$ cat src/rtl/core/fes_pkg.sv
// Shared constants and float helpers for the exact float summation block.
// Used by fes_fadd and exact_float_sum; no dependencies.
package fes_pkg;

  localparam int unsigned MaxPartialsDef = 16;
  localparam logic [31:0] FZero    = 32'h0000_0000;
  localparam logic [31:0] FQuiet   = 32'h0040_0000;
  localparam logic [31:0] FDefNan  = 32'hffc0_0000;

  // NaN: all-ones exponent and nonzero fraction
  function automatic logic f_is_nan(input logic [31:0] v);
    return (v[30:23] == 8'hff) && (v[22:0] != 23'd0);
  endfunction

  function automatic logic f_is_inf(input logic [31:0] v);
    return (v[30:23] == 8'hff) && (v[22:0] == 23'd0);
  endfunction

  // Both signed zeros compare equal to zero
  function automatic logic f_is_zero(input logic [31:0] v);
    return v[30:0] == 31'd0;
  endfunction

  // |a| < |b|, false when either is NaN
  function automatic logic f_mag_lt(input logic [31:0] a, input logic [31:0] b);
    return !f_is_nan(a) && !f_is_nan(b) && (a[30:0] < b[30:0]);
  endfunction

  function automatic logic f_is_pos(input logic [31:0] v);
    return !v[31] && !f_is_zero(v) && !f_is_nan(v);
  endfunction

  function automatic logic f_is_neg(input logic [31:0] v);
    return v[31] && !f_is_zero(v) && !f_is_nan(v);
  endfunction

  // Float equality: zeros match regardless of sign, NaN never matches
  function automatic logic f_eq(input logic [31:0] a, input logic [31:0] b);
    return !f_is_nan(a) && !f_is_nan(b) &&
           ((a == b) || (f_is_zero(a) && f_is_zero(b)));
  endfunction

endpackage

$ cat src/rtl/core/fes_fadd.sv
// Two-stage single-precision adder, round to nearest even, with subnormals.
// Depends on fes_pkg. Result is valid in the cycle after the operands.
module fes_fadd (
  input  logic        clk_i,
  input  logic [31:0] a_i,
  input  logic [31:0] b_i,
  input  logic        sub_i,
  output logic [31:0] res_o
);
  import fes_pkg::*;

  logic [31:0] bn;
  logic [31:0] big, sml;
  logic        spec;
  logic [31:0] spec_val;
  logic [7:0]  eb, es, d;
  logic [26:0] mbig, msml, mal;
  logic [53:0] shv;
  logic        sticky;
  logic [27:0] sum;

  logic        spec_q, sign_q, zs_q;
  logic [31:0] spec_val_q;
  logic [7:0]  e_q;
  logic [27:0] sum_q;

  // Stage 1: specials, swap, align and add
  always_comb begin
    bn = sub_i ? {~b_i[31], b_i[30:0]} : b_i;
    spec = 1'b1;
    spec_val = FZero;
    if (f_is_nan(a_i)) begin
      spec_val = a_i | FQuiet;
    end else if (f_is_nan(b_i)) begin
      spec_val = b_i | FQuiet;
    end else if (f_is_inf(a_i) && f_is_inf(bn) && (a_i[31] != bn[31])) begin
      spec_val = FDefNan;
    end else if (f_is_inf(a_i)) begin
      spec_val = a_i;
    end else if (f_is_inf(bn)) begin
      spec_val = bn;
    end else begin
      spec = 1'b0;
    end
    if (bn[30:0] > a_i[30:0]) begin
      big = bn;
      sml = a_i;
    end else begin
      big = a_i;
      sml = bn;
    end
    eb = (big[30:23] == 8'd0) ? 8'd1 : big[30:23];
    es = (sml[30:23] == 8'd0) ? 8'd1 : sml[30:23];
    mbig = {big[30:23] != 8'd0, big[22:0], 3'b000};
    msml = {sml[30:23] != 8'd0, sml[22:0], 3'b000};
    d = eb - es;
    shv = {msml, 27'd0} >> d;
    if (d >= 8'd27) begin
      mal = {26'd0, |msml};
    end else begin
      sticky = |shv[26:0];
      mal = {shv[53:28], shv[27] | sticky};
    end
    sticky = |shv[26:0];
    if (big[31] != sml[31]) begin
      sum = {1'b0, mbig} - {1'b0, mal};
    end else begin
      sum = {1'b0, mbig} + {1'b0, mal};
    end
  end

  always_ff @(posedge clk_i) begin
    spec_q     <= spec;
    spec_val_q <= spec_val;
    sign_q     <= big[31];
    zs_q       <= a_i[31] & bn[31];
    e_q        <= eb;
    sum_q      <= sum;
  end

  // Stage 2: normalize and round
  logic [4:0]  lz, sh;
  logic [8:0]  e1;
  logic [26:0] s1;
  logic        up;
  logic [24:0] rv;
  logic [8:0]  e2;
  logic [7:0]  field;

  always_comb begin
    lz = 5'd0;
    for (int i = 0; i < 27; i++) begin
      if (sum_q[i]) lz = 5'(26 - i);
    end
    if (sum_q[27]) begin
      s1 = {sum_q[27:2], sum_q[1] | sum_q[0]};
      e1 = {1'b0, e_q} + 9'd1;
      sh = 5'd0;
    end else begin
      sh = ({4'd0, lz} < ({1'b0, e_q} - 9'd1)) ? lz : 5'((e_q - 8'd1));
      s1 = sum_q[26:0] << sh;
      e1 = {1'b0, e_q} - {4'd0, sh};
    end
    up = s1[2] & (s1[1] | s1[0] | s1[3]);
    rv = {1'b0, s1[26:3]} + {24'd0, up};
    if (rv[24]) begin
      e2 = e1 + 9'd1;
      rv = {1'b0, rv[24:1]};
    end else begin
      e2 = e1;
    end
    field = rv[23] ? e2[7:0] : 8'd0;
    if (spec_q) begin
      res_o = spec_val_q;
    end else if (sum_q == 28'd0) begin
      res_o = {zs_q, 31'd0};
    end else if (e2 >= 9'd255) begin
      res_o = {sign_q, 8'hff, 23'd0};
    end else begin
      res_o = {sign_q, field, rv[22:0]};
    end
  end

endmodule

$ cat src/rtl/core/exact_float_sum.sv
// Exact float summation: store of non-overlapping partials, correctly rounded sum.
// Depends on fes_pkg and fes_fadd.
//
//  channel | direction | signals                          | handshake
//  --------+-----------+----------------------------------+-------------------------
//  in      | input     | value_bits_i, last_value_i        | in_valid_i / in_ready_o
//  out     | output    | sum_bits_o, store_overflow_o      | out_valid_o / out_ready_i
//
// Every float addition and subtraction goes through one shared two-stage adder.
// Merging one value into the partials takes three adds and a store read per
// partial; the last value then adds a fold over the partials, at most a read and
// three adds per partial, and a rounding correction of a read and three more adds.
// Reset clears the partial count, the overflow flag and all handshake state.
// A result waiting on out_ready_i holds the block in its output state.
module exact_float_sum #(
  parameter int unsigned MAX_PARTIALS = fes_pkg::MaxPartialsDef
) (
  input  logic        clk_i,
  input  logic        rst_ni,
  input  logic        in_valid_i,
  output logic        in_ready_o,
  input  logic [31:0] value_bits_i,
  input  logic        last_value_i,
  output logic        out_valid_o,
  input  logic        out_ready_i,
  output logic [31:0] sum_bits_o,
  output logic        store_overflow_o
);
  import fes_pkg::*;

  localparam int unsigned CntW = $clog2(MAX_PARTIALS + 1);
  localparam int unsigned IdxW = $clog2(MAX_PARTIALS);
  localparam logic [CntW-1:0] CntMax = CntW'(MAX_PARTIALS);
  localparam logic [IdxW-1:0] IdxTop = IdxW'(MAX_PARTIALS - 1);

  localparam logic [4:0] S_IDLE = 5'd0,  S_MRD = 5'd1,  S_MHI = 5'd2,  S_MPT = 5'd3,
                         S_MLO  = 5'd4,  S_APP = 5'd5,  S_TOP = 5'd6,  S_FIN = 5'd7,
                         S_FRD  = 5'd8,  S_FHI = 5'd9,  S_FPT = 5'd10, S_FLO = 5'd11,
                         S_CRD  = 5'd12, S_CY  = 5'd13, S_CX  = 5'd14, S_CP  = 5'd15,
                         S_OUT  = 5'd16;

  logic [4:0]      state_q;
  logic            ph_q;
  logic [CntW-1:0] count_q, k_q, keep_q;
  logic            ovf_q, last_q;
  logic [31:0]     x_q, y_q, big_q, small_q, hi_q, part_q, lo_q;
  logic            out_valid_q, out_ovf_q;
  logic [31:0]     out_sum_q;

  logic [31:0] store_q [MAX_PARTIALS];
  logic [IdxW-1:0] rd_idx, wr_idx;
  logic [31:0]     rd_data, wr_data;
  logic            wr_en;

  logic [31:0] add_a, add_b, add_res;
  logic        add_sub;

  fes_fadd u_fadd (
    .clk_i (clk_i),
    .a_i   (add_a),
    .b_i   (add_b),
    .sub_i (add_sub),
    .res_o (add_res)
  );

  // Select the store entry to read
  always_comb begin
    case (state_q)
      S_TOP:        rd_idx = IdxTop;
      S_FIN:        rd_idx = IdxW'(count_q - CntW'(1));
      S_FRD, S_CRD: rd_idx = IdxW'(k_q - CntW'(1));
      default:      rd_idx = k_q[IdxW-1:0];
    endcase
  end
  assign rd_data = store_q[rd_idx];

  // Route adder operands
  always_comb begin
    add_a = hi_q;
    add_b = big_q;
    add_sub = 1'b0;
    case (state_q)
      S_MHI: begin add_a = big_q;   add_b = small_q; end
      S_MPT: begin add_a = hi_q;    add_b = big_q;  add_sub = 1'b1; end
      S_MLO: begin add_a = small_q; add_b = part_q; add_sub = 1'b1; end
      S_TOP: begin add_a = rd_data; add_b = x_q; end
      S_FHI: begin add_a = x_q;     add_b = y_q; end
      S_FPT: begin add_a = hi_q;    add_b = x_q;    add_sub = 1'b1; end
      S_FLO: begin add_a = y_q;     add_b = part_q; add_sub = 1'b1; end
      S_CY:  begin add_a = lo_q;    add_b = lo_q; end
      S_CX:  begin add_a = hi_q;    add_b = y_q; end
      S_CP:  begin add_a = x_q;     add_b = hi_q;   add_sub = 1'b1; end
      default: ;
    endcase
  end

  // Store writes: kept error terms, appended value, overflow into the top
  always_comb begin
    wr_en = 1'b0;
    wr_idx = keep_q[IdxW-1:0];
    wr_data = x_q;
    case (state_q)
      S_MLO: begin
        wr_en = ph_q && !f_is_zero(add_res);
        wr_data = add_res;
      end
      S_APP: wr_en = !f_is_zero(x_q) && (keep_q != CntMax);
      S_TOP: begin
        wr_en = ph_q;
        wr_idx = IdxTop;
        wr_data = add_res;
      end
      default: ;
    endcase
  end

  always_ff @(posedge clk_i) begin
    if (wr_en) begin
      store_q[wr_idx] <= wr_data;
    end
  end

  assign in_ready_o = (state_q == S_IDLE);

  // Sequencer
  always_ff @(posedge clk_i or negedge rst_ni) begin
    if (!rst_ni) begin
      state_q <= S_IDLE;
      ph_q <= 1'b0;
      count_q <= '0;
      k_q <= '0;
      keep_q <= '0;
      ovf_q <= 1'b0;
      out_valid_q <= 1'b0;
    end else begin
      // Drop the result after its transfer; the output state refills it itself
      if (out_valid_q && out_ready_i && (state_q != S_OUT)) begin
        out_valid_q <= 1'b0;
      end
      case (state_q)
        S_IDLE: begin
          if (in_valid_i) begin
            x_q <= value_bits_i;
            last_q <= last_value_i;
            k_q <= '0;
            keep_q <= '0;
            state_q <= S_MRD;
          end
        end
        S_MRD: begin
          if (k_q < count_q) begin
            if (f_mag_lt(x_q, rd_data)) begin
              big_q <= rd_data;
              small_q <= x_q;
            end else begin
              big_q <= x_q;
              small_q <= rd_data;
            end
            state_q <= S_MHI;
          end else begin
            state_q <= S_APP;
          end
        end
        S_MHI: begin
          ph_q <= !ph_q;
          if (ph_q) begin
            hi_q <= add_res;
            state_q <= S_MPT;
          end
        end
        S_MPT: begin
          ph_q <= !ph_q;
          if (ph_q) begin
            part_q <= add_res;
            state_q <= S_MLO;
          end
        end
        S_MLO: begin
          ph_q <= !ph_q;
          if (ph_q) begin
            if (!f_is_zero(add_res)) keep_q <= keep_q + CntW'(1);
            x_q <= hi_q;
            k_q <= k_q + CntW'(1);
            state_q <= S_MRD;
          end
        end
        S_APP: begin
          if (!f_is_zero(x_q) && keep_q == CntMax) begin
            count_q <= keep_q;
            state_q <= S_TOP;
          end else begin
            count_q <= f_is_zero(x_q) ? keep_q : keep_q + CntW'(1);
            state_q <= last_q ? S_FIN : S_IDLE;
          end
        end
        S_TOP: begin
          ph_q <= !ph_q;
          if (ph_q) begin
            ovf_q <= 1'b1;
            state_q <= last_q ? S_FIN : S_IDLE;
          end
        end
        S_FIN: begin
          if (count_q == '0) begin
            hi_q <= FZero;
            state_q <= S_OUT;
          end else begin
            hi_q <= rd_data;
            k_q <= count_q - CntW'(1);
            state_q <= S_FRD;
          end
        end
        S_FRD: begin
          if (k_q != '0) begin
            y_q <= rd_data;
            x_q <= hi_q;
            k_q <= k_q - CntW'(1);
            state_q <= S_FHI;
          end else begin
            state_q <= S_OUT;
          end
        end
        S_FHI: begin
          ph_q <= !ph_q;
          if (ph_q) begin
            hi_q <= add_res;
            state_q <= S_FPT;
          end
        end
        S_FPT: begin
          ph_q <= !ph_q;
          if (ph_q) begin
            part_q <= add_res;
            state_q <= S_FLO;
          end
        end
        S_FLO: begin
          ph_q <= !ph_q;
          if (ph_q) begin
            lo_q <= add_res;
            state_q <= f_is_zero(add_res) ? S_FRD : S_CRD;
          end
        end
        S_CRD: begin
          if (k_q != '0 && ((f_is_neg(lo_q) && f_is_neg(rd_data)) ||
                            (f_is_pos(lo_q) && f_is_pos(rd_data)))) begin
            state_q <= S_CY;
          end else begin
            state_q <= S_OUT;
          end
        end
        S_CY: begin
          ph_q <= !ph_q;
          if (ph_q) begin
            y_q <= add_res;
            state_q <= S_CX;
          end
        end
        S_CX: begin
          ph_q <= !ph_q;
          if (ph_q) begin
            x_q <= add_res;
            state_q <= S_CP;
          end
        end
        S_CP: begin
          ph_q <= !ph_q;
          if (ph_q) begin
            if (f_eq(y_q, add_res)) hi_q <= x_q;
            state_q <= S_OUT;
          end
        end
        S_OUT: begin
          // Hold until the output register is free, then clear the store
          if (!out_valid_q || out_ready_i) begin
            out_valid_q <= 1'b1;
            out_sum_q <= hi_q;
            out_ovf_q <= ovf_q;
            count_q <= '0;
            ovf_q <= 1'b0;
            state_q <= S_IDLE;
          end
        end
        default: state_q <= S_IDLE;
      endcase
    end
  end

  assign out_valid_o = out_valid_q;
  assign sum_bits_o = out_sum_q;
  assign store_overflow_o = out_ovf_q;

  // The store never holds more than its capacity
  assert property (@(posedge clk_i) disable iff (!rst_ni) count_q <= CntMax)
    else $error("partial count beyond capacity");

  // A new result leaves the store cleared for the next list
  assert property (@(posedge clk_i) disable iff (!rst_ni)
    $rose(out_valid_q) |-> (count_q == '0) && !ovf_q)
    else $error("store not cleared with result");

  // An accepted value blocks further input while it is merged
  assert property (@(posedge clk_i) disable iff (!rst_ni)
    (in_valid_i && in_ready_o) |=> !in_ready_o)
    else $error("input taken during merge");

endmodule

$ cat config.mk
export PLATFORM = sky130hd
export DESIGN_NAME = exact_float_sum
export DESIGN_NICKNAME = d
export VERILOG_FILES = /design/src/rtl/core/fes_pkg.sv /design/src/rtl/core/fes_fadd.sv /design/src/rtl/core/exact_float_sum.sv
export SDC_FILE = /design/constraint.sdc
export NUM_CORES = 2
export LEC_CHECK = 0
export BUFFER_PORTS_ARGS = -buffer_cell sky130_fd_sc_hd__buf_2
export CAP_MARGIN = 20
export CORE_MARGIN = 8
export CORE_UTILIZATION = 45
export CTS_BUF_LIST = sky130_fd_sc_hd__clkbuf_8
export CTS_CLUSTER_DIAMETER = 150
export CTS_CLUSTER_SIZE = 24
export DETAILED_ROUTE_END_ITERATION = 10
export PLACE_DENSITY = 0.59
export SLEW_MARGIN = 40
export SYNTH_ARGS = -nofsm -noshare
export SYNTH_HDL_FRONTEND = slang
export SYNTH_SLANG_ARGS = --single-unit
$ cat constraint.sdc
create_clock -name clk_i -period 16.4 [get_ports clk_i]
set_clock_uncertainty 0.2 [all_clocks]
set_input_delay 4.92 -clock clk_i [delete_from_list [all_inputs] [get_ports clk_i]]
set_output_delay 4.92 -clock clk_i [all_outputs]
set_load 0.005 [all_outputs]
==> impl_metrics.py <==
metrics = {
    "place": {
        "dp_hpwl_mm": 152,
        "place.port_buffers": 71,
        "place_congestion": 1.05,
        "dp_slack_ps": 1390,
    },
    "setup_path": {
        "slowest_stage": "buf_4",
        "criticalPathCategory": "reg -> reg",
        "required_ps": 16860,
        "critPathMaxFanout": 52,
        "path_buf_inv": 7,
        "cpMostUsedCell": "a21oi_1",
        "crit_path_end_kind": "flip-flop",
        "start_kind": "flip-flop",
        "slowest_delay_ps": 580,
        "cp_top_family": "compound AO/OA/AOI/OAI gates",
        "worstPathArrival_ps": 15400,
    },
    "synthesis": {
        "synth_flop_cell": "edfxtp_1",
        "synth_xor_area_frac": 0.0162,
        "synthSimpleGateAreaFrac": 0.168,
        "syn_inst": 5276,
        "yosysWarnings": 0,
        "ys_seq_area_frac": 0.489,
        "syn_avg_cell_area_um2": 9.74,
        "synth_top_family_by_area": "compound AO/OA/AOI/OAI gates",
        "yosysUniqueCellTypes": 121,
        "synth_top_area_frac": 0.450,
        "synth.area.mux_share": 0.0296,
        "syn_area_um2": 51400,
        "synth-adder-area-share": 0.0369,
        "ys_ff_latch": 864,
        "synthTopCellsByArea": "edfxtp_1 45%, nand2_1 5.2%, ha_1 3.6%, a21oi_1 3.0%, dfxtp_1 2.8%",
        "yosys.area.top_type": "edfxtp_1",
        "synth.net_count": 5462,
        "synth_edf_count": 770,
        "synthArstFlopShare": 0.0266,
        "synth_compound_area_frac": 0.216,
    },
    "finish": {
        "mostFrequentLayoutCells": "770 x edfxtp_1, 708 x nand2_1, 340 x nor2_1",
        "areaGrowthSynthToFinish_pct": 7.20,
        "post-route-util": 0.484,
        "mostFrequentLayoutCell": "edfxtp_1",
        "fin_nets": 5425,
        "drive_above_1_share": 0.102,
    },
    "route": {
        "firstDrtPassIters": 9,
        "vias_per_cell": 6.85,
        "ant_nets": 0,
        "drt-wirelength-per-cell_um": 32.2,
        "drt_wl_total_mm": 218,
        "drc_errors": 0,
        "first_iter_violations": 7018,
        "via_count": 46400,
    },
    "clock_tree": {
        "clockBufferDepth": 3,
        "clk_pin_slew_worst_paths_ps": 160,
        "h-tree-depth": 2,
        "cts_buffers": 42,
        "cts-root-buf": "clkbuf_8",
        "cts_sinks": 864,
        "cts_tree": "done",
        "cts_hold_buffers": 0,
        "clkLatencyLatePin_ps": 790,
    },
    "sta": {
        "min_period_over_period": 0.911,
        "finalHoldViolCount": 0,
        "rsz0062_at_grt": "no",
        "timing.fmax_mhz": 66.9,
        "relSlewSlack": 0.330,
        "finalCriticalPeriod_ps": 14940,
        "setup_violations": 0,
        "finalHoldWorstSlack_ps": 385,
        "worst_pin_slew_ps": 1000,
        "setup_tns_ps": 0,
        "slew_violations": 0,
        "setup_slack_ps": 1460,
    },
    "grt": {
        "grt_start_max_net_pins": 130,
        "grt_usage": 0.330,
        "grt_pass1_vias": 43000,
        "grt_pass1_wl_mm": 311,
        "gr-total-overflow": 0,
        "antenna_found_initial": 8,
    },
    "die": {
        "die_w_um": 354,
        "die_area_um2": 125000,
        "io_pins": 72,
        "coreArea_um2": 114000,
        "start_util": 0.451,
        "die-height_um": 354,
        "rows": 124,
    },
    "status": {
        "outcome": "finished, final reports clean",
    },
    "job": {
        "maxCapViolCount": 0,
    },
    "min_path": {
        "min_path_type": "reg -> reg",
    },
}
==> cells by family after synthesis <==
logic type                 after synthesis
and+or+nand+nor                       1839
AOI/OAI and AO/OA                     1594
DFF                                    864
buffers and inverters                  590
adders and majority gates              150
muxes                                  144
xor gates and xnor gates                95
==> area by class of cell <==
type / count / area, um2
diodes: 4 / 10.0
fillers: 10700 / 58800
clock inverters: 19 / 115
inverters: 238 / 893
clock buffers: 42 / 578
well taps: 1512 / 1890
flip-flops and latches: 864 / 25100
repair buffers: 270 / 1970
multi-input cells: 3823 / 24500
==> Yosys cell counts, types with 23 or more instances <==
library cell and number:
nor4_1 59, a31oi_1 112, ha_1 146, a22oi_1 135
inv_1 230, o21a_1 37, a2111oi_0 24, edfxtp_1 770
mux2i_1 99, nand4_1 84, clkbuf_1 266, nor3_1 107
a21o_1 46, xnor2_1 70, nand2b_1 34, o21ai_0 252
a21oi_1 311, nand2_1 710, a221oi_1 37, o221ai_1 50
or3_1 35, o22ai_1 54, and2_1 34, and3_1 32
dfxtp_1 71, buf_2 25, xor2_1 25, o21bai_1 32
a211oi_1 44, a22o_1 93, buf_1 47, nor2b_1 23
o211ai_1 68, o31ai_1 25, dfrtp_1 23, nor2_1 353
nand3_1 261, mux2_2 43
==> worst paths after layout <==
kind / from / to / slack [ps] / cells after the start
hold / removal: keep_q[4]$_DFFE_PN0P_ / keep_q[4]$_DFFE_PN0P_ / 390 / 1
setup / recovery: state_q[1]$_DFFE_PN0P_ / u_fadd.sum_q[27]$_DFF_P_ / 1460 / 60
hold reg to reg: keep_q[4]$_DFFE_PN0P_ / keep_q[4]$_DFFE_PN0P_ / 390 / 1
max in group asynchronous: rst_ni / state_q[1]$_DFFE_PN0P_ / 11590 / 1
setup reg to reg: state_q[1]$_DFFE_PN0P_ / u_fadd.sum_q[27]$_DFF_P_ / 1460 / 60
min in group asynchronous: rst_ni / out_valid_o$_DFF_PN0_ / 3930 / 1
==> worst register-to-register path: cells and delay by family (launching register included) <==
kind	cells	cell delay [ps]
adder cells (fa/ha/maj)	3	910
AND/OR/NAND/NOR	16	4290
AO/OA/AOI/OAI	34	7300
buffers and inverters	7	1710
flip-flops	1	460
==> per-layer routing <==
| metal | GRT usage | share of wire | vias up | wire [um] |
|---|---|---|---|---|
| met1 | 0.439 | 0.39 | 22400 | 84600 |
| met3 | 0.0721 | 0.11 | 752 | 23900 |
| met5 | 0 | 0.00025 | - | 54 |
| li1 | - | - | 20000 | - |
| met4 | 0.190 | 0.072 | 8 | 15800 |
| met2 | 0.497 | 0.43 | 3220 | 93600 |
==> metrics by stage <==
| stage | instance area, um2 | instances |
|---|---|---|
| finish | 55100 | 6772 |
| global route | 55100 | 6769 |
| floorplan | 51400 | 5276 |
| global placement | 54100 | 6703 |
| CTS | 55000 | 6767 |
| detailed placement | 54400 | 6706 |
==> state kept, by name (all words and copies together) (netlist names), 8 cells and up <==
signal / cells
u_fadd.spec_val_q: 32
u_fadd.e_q: 8
hi_q: 32
small_q: 32
lo_q: 32
big_q: 32
sum_bits_o: 32
store_q: 512
part_q: 32
x_q: 32
y_q: 32
u_fadd.sum_q: 28
==> what timing repair did <==
item	CTS	global route
buffers inserted	0	0
endpoints found under the setup margin	0	4
resized for setup	0	3
endpoints found under the hold margin	0	0
Power is not shown: default switching activity piles up to over one toggle a cycle in this logic, so the estimate is an artifact.
